## src/rtl/core/fages_pkg.sv

```systemverilog
package fages_pkg;

	// Glyph grid: 16 by 16 cells
	localparam int GRID_CELLS = 16;
	localparam int CELL_W = $clog2(GRID_CELLS);

	// Texture side register
	localparam int DEF_MAX_TEX_WIDTH = 1024;
	localparam int TEX_WIDTH_W = 11;
	localparam logic [TEX_WIDTH_W-1:0] TEX_WIDTH_RST = 11'd256;

	// Input beat: one alpha byte in raster order
	typedef struct packed {
		logic [7:0] alpha;
		logic       frame_start;
	} pixel_t;

	// Output beat: extent of one glyph cell
	typedef struct packed {
		logic [7:0] char_index;
		logic       empty_cell;
		logic [6:0] left_blank;
		logic [6:0] glyph_width;
		logic [6:0] glyph_height;
		logic [9:0] u_left;
		logic [9:0] v_top;
		logic       last;
	} result_t;

	// Controller to datapath commands
	typedef struct packed {
		logic              scan;
		logic              load;
		logic [CELL_W-1:0] idx;
	} cmd_t;

	// Datapath to controller status
	typedef struct packed {
		logic band_end;
	} sts_t;

endpackage

```

## src/rtl/core/fages_stream_if.sv

```systemverilog
interface fages_stream_if #(parameter type T = logic) ();
	logic valid;
	logic ready;
	T     data;

	modport source (output valid, output data, input ready);
	modport sink (input valid, input data, output ready);
endinterface

```

## src/rtl/core/fages_dp.sv

```systemverilog
module fages_dp #(
	parameter int MAX_TEX_WIDTH = fages_pkg::DEF_MAX_TEX_WIDTH
) (
	input  logic                               clk,
	input  logic                               arst_n,
	input  logic                               cfg_we,
	input  logic [fages_pkg::TEX_WIDTH_W-1:0]  cfg_wdata,
	input  fages_pkg::pixel_t                  pix,
	input  fages_pkg::cmd_t                    cmd,
	output fages_pkg::sts_t                    sts,
	output fages_pkg::result_t                 res
);
	import fages_pkg::*;

	localparam int MAX_STEP = MAX_TEX_WIDTH / GRID_CELLS;
	localparam int SW = $clog2(MAX_STEP + 1);
	localparam int OW = (MAX_STEP > 1) ? $clog2(MAX_STEP) : 1;
	localparam int CW = $clog2(MAX_TEX_WIDTH);
	localparam logic [CELL_W-1:0] LAST_CELL = CELL_W'(GRID_CELLS - 1);

	// Cell side from the texture side: clamp, then drop the low four bits
	function automatic logic [SW-1:0] step_of(input logic [TEX_WIDTH_W-1:0] w);
		int unsigned v;
		v = 32'(w);
		if (v < GRID_CELLS)
			v = GRID_CELLS;
		if (v > MAX_TEX_WIDTH)
			v = MAX_TEX_WIDTH;
		return SW'(v / GRID_CELLS);
	endfunction

	localparam logic [SW-1:0] STEP_RST = step_of(TEX_WIDTH_RST);

	logic [SW-1:0]     step_q;
	logic [OW-1:0]     off_q;
	logic [CELL_W-1:0] cx_q;
	logic [OW-1:0]     roff_q;
	logic [CELL_W-1:0] band_q;
	logic [CW-1:0]     vbase_q;
	logic [GRID_CELLS-1:0] has_q;
	logic [OW-1:0]     first_q [GRID_CELLS];
	logic [OW-1:0]     last_q [GRID_CELLS];
	logic [CELL_W-1:0] dband_q;
	logic [CW-1:0]     dvbase_q;
	logic [CW-1:0]     ubase_q;
	result_t           res_q;

	logic                  fs;
	logic [CELL_W-1:0]     e_cx;
	logic [OW-1:0]         e_off;
	logic [OW-1:0]         e_roff;
	logic [CELL_W-1:0]     e_band;
	logic [CW-1:0]         e_vbase;
	logic [GRID_CELLS-1:0] e_has;
	logic                  off_last;
	logic                  roff_last;
	logic                  col_end;
	logic                  ink;
	logic [CELL_W-1:0]     rd_idx;
	logic [OW-1:0]         rd_first;
	logic [OW-1:0]         rd_last;
	logic                  rd_has;
	logic [OW-1:0]         new_first;
	logic [OW-1:0]         new_last;
	logic [OW-1:0]         blank;
	logic [OW:0]           wid;
	logic [CW-1:0]         u_sum;

	// A frame-start beat is scanned as pixel (0,0) of a cleared band
	always_comb begin
		fs      = pix.frame_start;
		e_cx    = fs ? '0 : cx_q;
		e_off   = fs ? '0 : off_q;
		e_roff  = fs ? '0 : roff_q;
		e_band  = fs ? '0 : band_q;
		e_vbase = fs ? '0 : vbase_q;
		e_has   = fs ? '0 : has_q;
	end

	// Position within cell and band
	assign off_last  = (SW'(e_off) == step_q - SW'(1));
	assign roff_last = (SW'(e_roff) == step_q - SW'(1));
	assign col_end   = off_last && (e_cx == LAST_CELL);
	assign sts.band_end = col_end && roff_last;

	// Single read port on the extent registers: scan cell or drain cell
	assign rd_idx   = cmd.scan ? e_cx : cmd.idx;
	assign rd_first = first_q[rd_idx];
	assign rd_last  = last_q[rd_idx];
	assign rd_has   = cmd.scan ? e_has[rd_idx] : has_q[rd_idx];

	// Widen the extent of the current cell
	assign ink       = (pix.alpha != 8'd0);
	assign new_first = (!rd_has || e_off < rd_first) ? e_off : rd_first;
	assign new_last  = (!rd_has || e_off > rd_last) ? e_off : rd_last;

	// Result fields of the drained cell
	assign blank = rd_has ? rd_first : '0;
	assign wid   = rd_has ? ((OW+1)'(rd_last) - (OW+1)'(rd_first) + (OW+1)'(1)) : '0;
	assign u_sum = ubase_q + CW'(blank);

	// Position counters, band state and texture side
	always_ff @(posedge clk or negedge arst_n) begin
		if (!arst_n) begin
			step_q  <= STEP_RST;
			off_q   <= '0;
			cx_q    <= '0;
			roff_q  <= '0;
			band_q  <= '0;
			vbase_q <= '0;
			has_q   <= '0;
		end else if (cfg_we) begin
			step_q  <= step_of(cfg_wdata);
			off_q   <= '0;
			cx_q    <= '0;
			roff_q  <= '0;
			band_q  <= '0;
			vbase_q <= '0;
			has_q   <= '0;
		end else if (cmd.scan) begin
			off_q  <= off_last ? '0 : e_off + OW'(1);
			cx_q   <= off_last ? e_cx + CELL_W'(1) : e_cx;
			roff_q <= col_end ? (roff_last ? '0 : e_roff + OW'(1)) : e_roff;
			if (sts.band_end) begin
				band_q  <= e_band + CELL_W'(1);
				vbase_q <= (e_band == LAST_CELL) ? '0 : e_vbase + CW'(step_q);
			end else begin
				band_q  <= e_band;
				vbase_q <= e_vbase;
			end
			has_q <= e_has | (ink ? (GRID_CELLS'(1) << e_cx) : '0);
		end else if (cmd.load && cmd.idx == LAST_CELL) begin
			has_q <= '0;
		end
	end

	// Extent registers: written only for inked pixels
	always_ff @(posedge clk) begin
		if (cmd.scan && ink) begin
			first_q[e_cx] <= new_first;
			last_q[e_cx]  <= new_last;
		end
	end

	// Hold the band position for the drain and step the cell base
	always_ff @(posedge clk) begin
		if (cmd.scan && sts.band_end) begin
			dband_q  <= e_band;
			dvbase_q <= e_vbase;
			ubase_q  <= '0;
		end else if (cmd.load) begin
			ubase_q <= ubase_q + CW'(step_q);
		end
	end

	// Output register
	always_ff @(posedge clk) begin
		if (cmd.load) begin
			res_q.char_index   <= 8'({dband_q, cmd.idx});
			res_q.empty_cell   <= !rd_has;
			res_q.left_blank   <= 7'(blank);
			res_q.glyph_width  <= 7'(wid);
			res_q.glyph_height <= 7'(step_q);
			res_q.u_left       <= 10'(u_sum);
			res_q.v_top        <= 10'(dvbase_q);
			res_q.last         <= (cmd.idx == LAST_CELL);
		end
	end

	assign res = res_q;

endmodule

```

## src/rtl/core/fages_ctrl.sv

```systemverilog
module fages_ctrl (
	input  logic            clk,
	input  logic            arst_n,
	input  logic            in_valid,
	input  logic            out_ready,
	input  fages_pkg::sts_t sts,
	output logic            in_ready,
	output logic            out_valid,
	output fages_pkg::cmd_t cmd
);
	import fages_pkg::*;

	localparam logic ST_SCAN  = 1'b0;
	localparam logic ST_DRAIN = 1'b1;
	localparam logic [CELL_W-1:0] LAST_CELL = CELL_W'(GRID_CELLS - 1);

	logic              state_q;
	logic [CELL_W-1:0] idx_q;
	logic              out_valid_q;

	// Take pixels while scanning; while draining, load a result whenever the output slot frees
	assign in_ready  = (state_q == ST_SCAN);
	assign cmd.scan  = in_valid && in_ready;
	assign cmd.load  = (state_q == ST_DRAIN) && (!out_valid_q || out_ready);
	assign cmd.idx   = idx_q;
	assign out_valid = out_valid_q;

	// Scan / drain sequencer
	always_ff @(posedge clk or negedge arst_n) begin
		if (!arst_n) begin
			state_q <= ST_SCAN;
			idx_q   <= '0;
		end else begin
			case (state_q)
				ST_SCAN: begin
					if (cmd.scan && sts.band_end) begin
						state_q <= ST_DRAIN;
						idx_q   <= '0;
					end
				end
				ST_DRAIN: begin
					if (cmd.load) begin
						idx_q <= idx_q + CELL_W'(1);
						if (idx_q == LAST_CELL)
							state_q <= ST_SCAN;
					end
				end
				default: begin
					state_q <= ST_SCAN;
				end
			endcase
		end
	end

	// Output beat valid: set on load, drop once taken
	always_ff @(posedge clk or negedge arst_n) begin
		if (!arst_n)
			out_valid_q <= 1'b0;
		else if (cmd.load)
			out_valid_q <= 1'b1;
		else if (out_ready)
			out_valid_q <= 1'b0;
	end

	a_band_end_drains: assert property (@(posedge clk) disable iff (!arst_n)
		cmd.scan && sts.band_end |=> state_q == ST_DRAIN && idx_q == '0)
		else $error("band end did not start a drain");

	a_no_overwrite: assert property (@(posedge clk) disable iff (!arst_n)
		out_valid_q && !out_ready |-> !cmd.load)
		else $error("pending result overwritten");

	a_drain_ends: assert property (@(posedge clk) disable iff (!arst_n)
		cmd.load && idx_q == LAST_CELL |=> state_q == ST_SCAN && out_valid_q)
		else $error("drain did not end after the last cell");

	a_no_scan_in_drain: assert property (@(posedge clk) disable iff (!arst_n)
		cmd.load |-> !cmd.scan)
		else $error("pixel taken during drain");

endmodule

```

## src/rtl/core/font_atlas_glyph_extent_scan.sv

```systemverilog
// Glyph extent scanner for a 16 by 16 bitmap font atlas. Alpha bytes enter
// on pix in raster order, one beat per cycle while scanning; frame_start on a
// beat restarts the position counters and discards any partial band. The
// cell side (step) is cfg_wdata clamped to 16..MAX_TEX_WIDTH, divided by 16;
// a write to cfg_we also restarts the scan. After the last pixel of each band
// of cells, pix.ready drops and the 16 cell results drain left to right from
// the per-cell extent registers through the output register, one per cycle
// while res.ready is high. Empty cells are flagged, not skipped.
module font_atlas_glyph_extent_scan #(
	parameter int MAX_TEX_WIDTH = fages_pkg::DEF_MAX_TEX_WIDTH
) (
	input  logic                              clk,
	input  logic                              arst_n,
	input  logic                              cfg_we,
	input  logic [fages_pkg::TEX_WIDTH_W-1:0] cfg_wdata,
	fages_stream_if.sink                      pix,
	fages_stream_if.source                    res
);
	import fages_pkg::*;

	cmd_t    cmd;
	sts_t    sts;
	pixel_t  pix_data;
	result_t res_data;
	logic    in_ready;
	logic    out_valid;

	assign pix_data  = pix.data;
	assign pix.ready = in_ready;
	assign res.valid = out_valid;
	assign res.data  = res_data;

	// Sequencer
	fages_ctrl u_ctrl (
		.clk       (clk),
		.arst_n    (arst_n),
		.in_valid  (pix.valid),
		.out_ready (res.ready),
		.sts       (sts),
		.in_ready  (in_ready),
		.out_valid (out_valid),
		.cmd       (cmd)
	);

	// Counters, extent registers and output register
	fages_dp #(
		.MAX_TEX_WIDTH (MAX_TEX_WIDTH)
	) u_dp (
		.clk       (clk),
		.arst_n    (arst_n),
		.cfg_we    (cfg_we),
		.cfg_wdata (cfg_wdata),
		.pix       (pix_data),
		.cmd       (cmd),
		.sts       (sts),
		.res       (res_data)
	);

endmodule

```

## src/flat_wrapper.sv

```systemverilog
// flat-port wrapper written by rule: the top's interface ports become plain ports
module font_atlas_glyph_extent_scan_flat import fages_pkg::*;
#(
	parameter int MAX_TEX_WIDTH = fages_pkg::DEF_MAX_TEX_WIDTH
)
  (clk, arst_n, cfg_we, cfg_wdata, pix_valid, pix_data, pix_ready, res_valid, res_data, res_ready);
  fages_stream_if #(.T(pixel_t)) pix_i ();
  fages_stream_if #(.T(result_t)) res_i ();
  input  logic clk;
  input  logic arst_n;
  input  logic cfg_we;
  input  logic [fages_pkg::TEX_WIDTH_W-1:0] cfg_wdata;
  input wire logic [$bits(pix_i.valid)-1:0] pix_valid;
  input wire logic [$bits(pix_i.data)-1:0] pix_data;
  output wire logic [$bits(pix_i.ready)-1:0] pix_ready;
  output wire logic [$bits(res_i.valid)-1:0] res_valid;
  output wire logic [$bits(res_i.data)-1:0] res_data;
  input wire logic [$bits(res_i.ready)-1:0] res_ready;
  assign pix_i.valid = pix_valid;
  assign pix_i.data = pix_data;
  assign pix_ready = pix_i.ready;
  assign res_valid = res_i.valid;
  assign res_data = res_i.data;
  assign res_i.ready = res_ready;
  font_atlas_glyph_extent_scan #(.MAX_TEX_WIDTH(MAX_TEX_WIDTH)) u_core (.clk(clk), .arst_n(arst_n), .cfg_we(cfg_we), .cfg_wdata(cfg_wdata), .pix(pix_i), .res(res_i));
endmodule
```

## config.mk

```make
export PLATFORM = sky130hd
export DESIGN_NAME = font_atlas_glyph_extent_scan_flat
export DESIGN_NICKNAME = d
export VERILOG_FILES = /design/src/rtl/core/fages_pkg.sv /design/src/rtl/core/fages_stream_if.sv /design/src/rtl/core/fages_dp.sv /design/src/rtl/core/fages_ctrl.sv /design/src/rtl/core/font_atlas_glyph_extent_scan.sv /design/src/flat_wrapper.sv
export SDC_FILE = /design/constraint.sdc
export NUM_CORES = 1
export LEC_CHECK = 0
export BUFFER_PORTS_ARGS = -buffer_cell sky130_fd_sc_hd__buf_2
export CAP_MARGIN = 20
export CELL_PAD_IN_SITES_DETAIL_PLACEMENT = 1
export CELL_PAD_IN_SITES_GLOBAL_PLACEMENT = 1
export CORE_MARGIN = 1
export CORE_UTILIZATION = 30
export CTS_BUF_LIST = sky130_fd_sc_hd__clkbuf_4
export DETAILED_ROUTE_END_ITERATION = 7
export PLACE_DENSITY = 0.58
export SLEW_MARGIN = 10
export SYNTH_ARGS = -nofsm -noshare
export SYNTH_HDL_FRONTEND = slang
export SYNTH_HIERARCHICAL = 1
export SYNTH_SLANG_ARGS = --single-unit
```

## constraint.sdc

```tcl
create_clock -name clk -period 10.5 [get_ports clk]
set_clock_uncertainty 0.15 [all_clocks]
set_input_delay 2.1 -clock clk [delete_from_list [all_inputs] [get_ports clk]]
set_output_delay 2.1 -clock clk [all_outputs]
set_load 0.05 [all_outputs]
```

==> results of run 1 <==
[registers in the layout (all words and copies together) (netlist names), 6 cells and up]
register / cells
u_core/u_dp/vbase_q: 10
u_core/u_dp/step_q: 7
u_core/u_dp/first_q: 96
u_core/u_dp/has_q: 16
u_core/u_dp/roff_q: 6
u_core/u_dp/ubase_q: 10
u_core/u_dp/last_q: 96
u_core/u_dp/dvbase_q: 10
u_core/u_dp/res: 50
u_core/u_dp/off_q: 6
[layout make-up]
| type | instances | area [um^2] |
|---|---|---|
| clock buffer | 146 | 1100 |
| timing repair buffer | 101 | 568 |
| fill | 5607 | 32500 |
| inverter | 55 | 206 |
| sequential | 325 | 9370 |
| tap | 672 | 841 |
| clock inverter | 16 | 60.1 |
| multi-input combinational | 845 | 5390 |
| antenna | 2 | 5.00 |
[where the power goes]
group	internal (mW)	switching (mW)	total [mW]
sequential	1.38	0.00884	1.39
combinational	0.0455	0.0749	0.120
clock	0.623	0.545	1.17
[synth_stat cells, types with 7 or more instances]
cell	instances
sky130_fd_sc_hd__nand3_1	106
sky130_fd_sc_hd__inv_1	54
sky130_fd_sc_hd__nor2b_1	31
sky130_fd_sc_hd__nor2_1	57
sky130_fd_sc_hd__nand2_1	219
sky130_fd_sc_hd__and2_1	17
sky130_fd_sc_hd__mux2i_1	22
sky130_fd_sc_hd__a31o_2	11
sky130_fd_sc_hd__edfxtp_1	256
sky130_fd_sc_hd__and3_1	19
sky130_fd_sc_hd__a22o_1	19
sky130_fd_sc_hd__dfrtp_1	58
sky130_fd_sc_hd__clkbuf_1	33
sky130_fd_sc_hd__xnor2_1	22
sky130_fd_sc_hd__nand3b_1	8
sky130_fd_sc_hd__ha_1	53
sky130_fd_sc_hd__buf_1	7
sky130_fd_sc_hd__xor2_1	10
sky130_fd_sc_hd__a311oi_1	22
sky130_fd_sc_hd__buf_2	18
sky130_fd_sc_hd__a21oi_1	36
sky130_fd_sc_hd__dfxtp_1	10
sky130_fd_sc_hd__nand4_1	15
sky130_fd_sc_hd__o21ai_0	36
sky130_fd_sc_hd__nor3_1	10
sky130_fd_sc_hd__nand2b_1	19
sky130_fd_sc_hd__a21o_1	9
[metal layers]
| metal | GRT usage (%) | vias to the layer above | routed length, um |
|---|---|---|---|
| li1 | - | 5009 | - |
| met5 | 0 | - | 0 |
| met3 | 3.48 | 80 | 1720 |
| met1 | 22.8 | 5410 | 19900 |
| met2 | 28.4 | 238 | 21100 |
| met4 | 5.74 | 0 | 956 |
[metrics by stage]
stage	total power [mW]	hold WS, ns
3_3_place_gp	1.54	0.252
5_1_grt	2.80	0.255
3_5_place_dp	1.54	0.256
2_1_floorplan	1.50	0.250
4_1_cts	2.73	0.245
6_report	2.68	0.236
[worst max-delay path by stage]
stage              start  cells past startpoint                   endpoint
6_report       pix_valid                     18  u_core/u_dp/last_q[15][2]
5_1_grt        pix_valid                     16  u_core/u_dp/first_q[2][1]
2_1_floorplan  pix_valid                     19   u_core/u_dp/last_q[0][1]
3_5_place_dp   pix_valid                     16  u_core/u_dp/last_q[15][5]
3_3_place_gp   pix_valid                     16   u_core/u_dp/last_q[5][2]
4_1_cts        pix_valid                     16  u_core/u_dp/last_q[14][3]
[logic make-up (layout without fill, tap and decap cells)]
family	after synthesis	count (layout)	share of synthesized area, %
simple gates	531	531	16.9
flops	325	325	61.6
compound gates	194	194	9.23
buf+inv	118	318	3.23
fa+ha+maj	57	57	4.88
xor+xnor	35	35	2.29
mux	27	27	1.92
other cells	1	3	0.0246
[critical path, delay by kind of cell]
| family | cells | cell delay (ns) |
|---|---|---|
| AOI/OAI and AO/OA | 7 | 1.26 |
| adders and majority gates | 1 | 0.31 |
| buffers and inverters | 2 | 0.41 |
| muxes | 1 | 0.55 |
| and+or+nand+nor | 7 | 2.42 |
==> impl_metrics.yaml, run 1 <==
status:
  run_status: "finished, final reports clean"
timing:
  setup_viol: 0
  hold_viol: 0
  post-route-period-util_pct: 63.6
  finalCriticalPeriod_ns: 6.68
  layout_setup_ws_ns: 3.82
  fin_setup_tns_ns: 0
  worst_pin_slew_ns: 1.12
  clock.fmax_ghz: 0.150
  remaining_max_slew_budget_at_the_tightest_pin_pct: 25.3
  grt_setup_unrepaired: "no"
  maxSlewViolCount: 0
clocking:
  clkSlewWorstSetupHoldPaths_ns: 0.06
  cts-htree-levels: 3
  cts_setup_buffers: 0
  cts.sink_count: 325
  cts_tree: "done"
  post_cts_resized: 0
  clk_latency_ns: 0.81
  cts_hold_buf: 0
  cts_max_path_buffers: 3
  numCtsBuffers: 90
  clockRootBuffer: "sky130_fd_sc_hd__clkbuf_4"
worst_setup_path:
  timing.critical_path.from_type: "primary input"
  crit_chain: "buf_2, and2b_2, nand3b_1, nand2_4, nand2_1, and3_1, a311oi_1, a311oi_1, a31o_2, ha_1, nor2b_1, o21a_1, o21a_1, o21ai_0, a21oi_1, nor2_2, mux2i_1, clkbuf_4"
  worst-path-max-fanout: 67
  crit_slowest_cell: "sky130_fd_sc_hd__nand2_4"
  timing.rr.start: "u_core/u_ctrl/state_q"
  worstRegToRegCells: 17
  cp.required_ns: 10.99
  setup.worst_path.end_class: "flip-flop"
  critical_path_max_stage_delay_ns: 0.70
  critical_path_data_arrival_time_ns: 7.17
  reg2reg_setup_slack_ns: 4.61
  critical_path_class: "primary input to flip-flop"
  reg2reg_to: "u_core/u_dp/last_q[15][2]"
global_routing:
  largest_net_degree_at_the_start_of_global_routing: 68
  via_count_of_the_first_global_routing_pass: 11300
  grt_usage_pct: 17.3
  grt_first_pass_wirelength_um: 67000
  grt_remaining_overflow: 0
  antenna_found_initial: 2
finish:
  final-instance-count-excl-fill: 2162
  synthToLayoutAreaGrowth_pct: 15.2
  layout.cells.most_common: "sky130_fd_sc_hd__edfxtp_1"
  layout.core_utilization_pct: 35.0
  final_layout_size_suffix_gt1_share_pct: 19.4
  finalInstanceArea_um2: 17500
  final_net_count: 1500
  mostFrequentLayoutCells: "sky130_fd_sc_hd__edfxtp_1 (256), sky130_fd_sc_hd__nand2_1 (219), sky130_fd_sc_hd__clkbuf_4 (148)"
synth:
  syn_inst: 1288
  yosysWarnings: 6
  post_synth_num_cell_types: 87
  synthesized_nets: 1370
  synth.ff_latch_count: 325
  syn_area_um2: 15200
  synth_top_cell_area_share_pct: 50.5
  largest_area_contributor_in_the_synthesized_netlist: "sky130_fd_sc_hd__edfxtp_1"
  seq_area_frac_synth_pct: 61.6
  synth-async-reset-ratio_pct: 18.2
  avgSynthCellArea_um2: 11.8
  synth_flop_cell: "sky130_fd_sc_hd__edfxtp_1"
  ys_top_cells_by_area: "sky130_fd_sc_hd__edfxtp_1 (51%), sky130_fd_sc_hd__dfrtp_1 (9.5%), sky130_fd_sc_hd__nand2_1 (5.4%)"
  synth_edf_count: 256
hold_path:
  hp-start: "u_core/u_dp/dvbase_q[0]"
  hold_class: "flip-flop to flip-flop"
  min_delay_path_depth: 0
  hold_path_end: "u_core/u_dp/res[1]"
placed_design:
  numPlacedInstances: 1990
  place_area_um2: 16300
  detailed_place_hpwl_um: 26700
  pre_cts_ws_ns: 2.68
  place_congestion: 0.764
  place.port_buffers: 76
die:
  fp.dieW_um: 227
  initial_utilization_pct: 30.4
  core-area_um2: 50100
  floorplan.die_area_um2: 51600
  pin_count: 78
  fp.dieH_um: 227
  std_cell_rows: 82
drt:
  post_drt_via_cell_ratio: 4.97
  detail_route.wl_per_cell_um: 20.2
  finalWirelength_um: 43700
  drt_pre_antenna_iters: 5
  drt_first_iter_violations: 563
  vias: 10700
  drtAntennaViolNets: 0
  drcViolationCount: 0
power:
  worst_ir_drop_vdd_mv: 0.0919
  p_per_area_nw_per_um2: 153
  power_leakage_nw: 6.85
run:
  maxCapViolations: 0
No activity file was read; power rests on OpenSTA's default activity.
==> inputs of run 2 (changes only) <==
Clock period 10.5 ns to 6.2 ns, I/O delays scaled along.
==> impl_metrics.yaml, run 2 (same netlist as run 1, synthesis figures left out) <==
status:
  run_status: "finished, final reports clean"
power:
  finalPower_mw: 4.67
  power_leakage_nw: 7.00
  power_frac_seq_pct: 50.5
  worst_ir_drop_vdd_mv: 0.178
  switching_power_mw: 1.08
  power.share.combinational_pct: 4.4
  p_per_area_nw_per_um2: 262
  p_sw_share_pct: 23.0
  relative_contribution_of_the_clock_network_to_total_power_pct: 45.1
  internal_power_mw: 3.60
global_routing:
  largest_net_degree_at_the_start_of_global_routing: 60
  antenna_found_initial: 1
  via_count_of_the_first_global_routing_pass: 11400
  grt_usage_pct: 17.1
  grt_first_pass_wirelength_um: 66500
  grt_remaining_overflow: 0
worst_setup_path:
  crit_chain: "and2b_2, nand3b_1, nand2_4, buf_12, buf_4, nand2_1, and3_1, a311oi_1, a311oi_1, a31o_2, ha_1, o21a_1, o21ai_0, a21oi_1, nor2_2, buf_4, mux2_2"
  critical_path_data_arrival_time_ns: 5.39
  crit_slowest_cell: "sky130_fd_sc_hd__mux2_2"
  cp.required_ns: 6.55
  critical_path_class: "flip-flop to flip-flop"
  critical_path_max_stage_delay_ns: 0.48
  reg2reg_to: "u_core/u_dp/last_q[15][0]"
  reg2reg_setup_slack_ns: 1.16
  setup.worst_path.end_class: "flip-flop"
  timing.critical_path.from_type: "flip-flop"
  worstRegToRegCells: 17
  worst-path-max-fanout: 42
  cpLargestDelayFamily: "simple AND/OR/NAND/NOR gates"
  path_buf_inv: 3
  timing.rr.start: "u_core/u_ctrl/state_q"
hold_path:
  hp-start: "u_core/u_dp/dvbase_q[7]"
  hold_path_end: "u_core/u_dp/res[8]"
  hold_class: "flip-flop to flip-flop"
  min_delay_path_depth: 0
clocking:
  cts_tree: "done"
  post_cts_resized: 0
  cts_hold_buf: 0
  cts-htree-levels: 3
  clk_latency_ns: 0.83
  cts_setup_buffers: 0
  clkSlewWorstSetupHoldPaths_ns: 0.07
  cts.sink_count: 325
  numCtsBuffers: 91
  clockRootBuffer: "sky130_fd_sc_hd__clkbuf_4"
  cts_max_path_buffers: 3
drt:
  detail_route.wl_per_cell_um: 19.7
  post_drt_via_cell_ratio: 4.99
  drtAntennaViolNets: 0
  vias: 10900
  drt_first_iter_violations: 674
  drt_pre_antenna_iters: 5
  finalWirelength_um: 42900
  drcViolationCount: 0
die:
  pin_count: 78
  floorplan.die_area_um2: 51600
  fp.dieW_um: 227
  std_cell_rows: 82
  core-area_um2: 50100
  initial_utilization_pct: 30.4
  fp.dieH_um: 227
timing:
  remaining_max_slew_budget_at_the_tightest_pin_pct: 24.4
  grt_setup_unrepaired: "no"
  worst_pin_slew_ns: 1.13
  clock.fmax_ghz: 0.199
  maxSlewViolCount: 0
  finalCriticalPeriod_ns: 5.04
  post-route-period-util_pct: 81.2
  fin_setup_tns_ns: 0
  layout_setup_ws_ns: 1.16
  worst_hold_slack_after_final_layout_ns: 0.259
  setup_viol: 0
  hold_viol: 0
placed_design:
  place_congestion: 0.747
  detailed_place_hpwl_um: 27400
  place.port_buffers: 76
  pre_cts_ws_ns: 0.152
finish:
  layout.core_utilization_pct: 35.6
  synthToLayoutAreaGrowth_pct: 17.2
  final_net_count: 1520
  final_layout_size_suffix_gt1_share_pct: 20.7
  mostFrequentLayoutCells: "sky130_fd_sc_hd__edfxtp_1 (256), sky130_fd_sc_hd__nand2_1 (219), sky130_fd_sc_hd__clkbuf_4 (145)"
  layout.cells.most_common: "sky130_fd_sc_hd__edfxtp_1"
run:
  maxCapViolations: 0
run 2: cell count changes in the layout (fill, tap and decap cells not counted), sizes merged:
cell / before / now
buf: 99 / 119
inv: 56 / 57
clkbuf: 148 / 145
bufinv: 0 / 3
clkinvlp: 0 / 1
run 2: power groups by stage:
stage                     logic, mW  registers [mW]  clock network (mW)
after floorplan               0.137            2.40                   0
after global placement        0.205            2.41                   0
after detailed placement      0.209            2.41                   0
after CTS                     0.210            2.36                2.19
after global routing          0.230            2.36                2.30
final                         0.207            2.36                2.11
run 2: final cells by class:
| class | instances | area [um^2] |
|---|---|---|
| fillers | 5640 | 32200 |
| inverters | 55 | 206 |
| clock buffers | 144 | 1080 |
| repair buffers | 120 | 781 |
| clock inverters | 21 | 166 |
| diodes | 2 | 5.00 |
| well taps | 672 | 841 |
| flip-flops and latches | 325 | 9370 |
| multi-input cells | 845 | 5390 |
run 2: worst max-delay path by stage:
stage / start / end / slack [ns] / cells after the start
2_1_floorplan: pix_valid / u_core/u_dp/last_q[0][1] / 0.85 / 19
4_1_cts: u_core/u_ctrl/state_q / u_core/u_dp/first_q[3][4] / 0.92 / 18
3_5_place_dp: pix_valid / u_core/u_dp/first_q[8][5] / 0.15 / 19
6_report: u_core/u_ctrl/state_q / u_core/u_dp/last_q[15][0] / 1.16 / 17
5_1_grt: u_core/u_ctrl/state_q / u_core/u_dp/first_q[3][4] / 0.79 / 18
3_3_place_gp: pix_valid / u_core/u_dp/first_q[5][5] / 0.25 / 19
run 2: routing by layer:
metal | global-route usage, % | routed length [um] | vias up
met4 | 5.63 | 851 | 0
met5 | 0 | 0 | -
li1 | - | - | 5048
met2 | 26.6 | 19800 | 236
met3 | 3.58 | 1990 | 63
met1 | 23.6 | 20300 | 5541
run 2: stage by stage:
step | instances | area [um^2]
6_report | 2184 | 17800
5_1_grt | 2184 | 17800
4_1_cts | 2179 | 17800
3_5_place_dp | 2014 | 16600
3_3_place_gp | 2013 | 16500
2_1_floorplan | 1288 | 15200
==> inputs of run 3 (changes only) <==
Clock period 6.2 ns to 5.1 ns, I/O delays scaled along.
==> impl_metrics.yaml, run 3 (same netlist as run 1, synthesis figures left out) <==
clocking:
  cts.sink_count: 325
  post_cts_resized: 0
  numCtsBuffers: 90
  cts_tree: "done"
  cts_hold_buf: 0
  cts_setup_buffers: 0
  clk_latency_ns: 0.82
  clkSlewWorstSetupHoldPaths_ns: 0.07
  clockRootBuffer: "sky130_fd_sc_hd__clkbuf_4"
  cts-htree-levels: 3
  cts_max_path_buffers: 3
finish:
  mostFrequentLayoutCells: "sky130_fd_sc_hd__edfxtp_1 (256), sky130_fd_sc_hd__nand2_1 (219), sky130_fd_sc_hd__clkbuf_4 (133)"
  final_net_count: 1540
  synthToLayoutAreaGrowth_pct: 18.4
  fillers: 5636
  final-seq-area_um2: 9370
  final_layout_size_suffix_gt1_share_pct: 21.2
  layout.cells.most_common: "sky130_fd_sc_hd__edfxtp_1"
  multi_input_comb_area_um2: 5390
  final-instance-count-excl-fill: 2201
  layout.core_utilization_pct: 36.0
global_routing:
  grt_remaining_overflow: 0
  via_count_of_the_first_global_routing_pass: 11600
  largest_net_degree_at_the_start_of_global_routing: 46
  grt_usage_pct: 16.8
  grt_first_pass_wirelength_um: 66600
  antenna_found_initial: 2
drt:
  drt_pre_antenna_iters: 4
  detail_route.wl_per_cell_um: 18.9
  finalWirelength_um: 41600
  vias: 10800
  post_drt_via_cell_ratio: 4.90
  maxUsedRoutingLayer: "met4"
  drtAntennaViolNets: 0
  wl_met3_um: 1430
  route.layer.met1.wl_um: 19700
  drcViolationCount: 0
  drt_first_iter_violations: 444
  met2_wirelength_um: 19700
placed_design:
  place.port_buffers: 76
  numPlacedInstances: 2038
  detailed_place_hpwl_um: 27900
  place_congestion: 0.781
timing:
  remaining_max_slew_budget_at_the_tightest_pin_pct: 35.0
  setup_viol: 0
  grt_setup_unrepaired: "no"
  worst_hold_slack_after_final_layout_ns: 0.140
  clock.fmax_ghz: 0.222
  worst_pin_slew_ns: 0.974
  post-route-period-util_pct: 88.2
  maxSlewViolCount: 0
  finalCriticalPeriod_ns: 4.50
  hold_viol: 0
worst_setup_path:
  crit_chain: "and2b_2, buf_4, mux2i_4, buf_12, buf_4, a311oi_1, a31o_2, or2_2, inv_1, ha_1, a21o_1, a21oi_1, o21bai_1, a21oi_1, nor2b_1, o2111a_1, xor2_1"
  reg2reg_setup_slack_ns: 0.60
  reg2reg_to: "u_core/u_dp/res[20]"
  timing.rr.start: "u_core/u_ctrl/state_q"
  crit_slowest_cell: "sky130_fd_sc_hd__dfrtp_1"
  critical_path_class: "flip-flop to flip-flop"
  cp.required_ns: 5.52
  path_buf_inv: 4
  cpLargestDelayFamily: "compound AO/OA/AOI/OAI gates"
  worst-path-max-fanout: 20
  critical_path_data_arrival_time_ns: 4.92
  critical_path_max_stage_delay_ns: 0.48
  worstRegToRegCells: 17
  setup.worst_path.end_class: "flip-flop"
  timing.critical_path.from_type: "flip-flop"
die:
  initial_utilization_pct: 30.4
  fp.dieW_um: 227
  std_cell_rows: 82
  core-area_um2: 50100
  pin_count: 78
  floorplan.die_area_um2: 51600
  fp.dieH_um: 227
power:
  power_leakage_nw: 7.09
  p_per_area_nw_per_um2: 310
  worst_ir_drop_vdd_mv: 0.183
  finalPower_mw: 5.59
hold_path:
  hold_class: "primary input to asynchronous set/reset pin"
run:
  maxCapViolations: 0
status:
  run_status: "finished, final reports clean"
[run 3: area by class of cell]
type	count	share of cell area (%)
sequential	325	52.0
multi-input combinational	845	29.9
clock buffer	133	5.54
timing repair buffer	141	5.65
tap	672	4.67
antenna	4	0.0555
inverter	55	1.15
clock inverter	26	1.08
[run 3: per-stage QoR]
stage | setup TNS, ns | instance area [um^2] | setup slack, ns
4_1_cts | 0 | 18000 | 0.619
5_1_grt | 0 | 18000 | 0.314
6_report | 0 | 18000 | 0.600
3_3_place_gp | 0 | 16800 | 0.0943
2_1_floorplan | -2.51 | 15200 | -0.0314
3_5_place_dp | 0 | 16800 | 0.00341
[run 3: metal layers]
metal / vias to the layer above / track usage (%)
met4: 0 / 4.98
met2: 160 / 27.3
met3: 58 / 3.59
met5: - / 0
li1: 5090 / -
met1: 5479 / 22.5
[run 3: worst register-to-register path, delay by kind of cell (launching register included)]
kind                     cells  cell delay (ns)
AO/OA/AOI/OAI                7             1.40
XOR/XNOR                     1             0.14
adder cells (fa/ha/maj)      1             0.23
buffers and inverters        4             0.88
flip-flops                   1             0.48
multiplexers                 1             0.30
AND/OR/NAND/NOR              3             0.72
[run 3: worst max-delay path by stage]
stage | start | end | slack (ns) | cells past startpoint
2_1_floorplan | pix_valid | u_core/u_dp/last_q[0][1] | -0.03 | 19
3_3_place_gp | pix_valid | u_core/u_dp/res[34] | 0.09 | 18
3_5_place_dp | pix_valid | u_core/u_dp/res[19] | 0.003 | 20
4_1_cts | u_core/u_ctrl/state_q | u_core/u_dp/first_q[13][3] | 0.62 | 17
5_1_grt | u_core/u_ctrl/state_q | u_core/u_dp/res[20] | 0.31 | 17
6_report | u_core/u_ctrl/state_q | u_core/u_dp/res[20] | 0.60 | 17
[run 3: power by group]
| part | internal (mW) | leakage [nW] | total (mW) | switching, mW |
|---|---|---|---|---|
| logic | 0.102 | 3.07 | 0.256 | 0.154 |
| clock network | 1.34 | 0.700 | 2.46 | 1.12 |
| registers | 2.85 | 3.32 | 2.87 | 0.0180 |
| total | 4.30 | 7.09 | 5.59 | 1.29 |
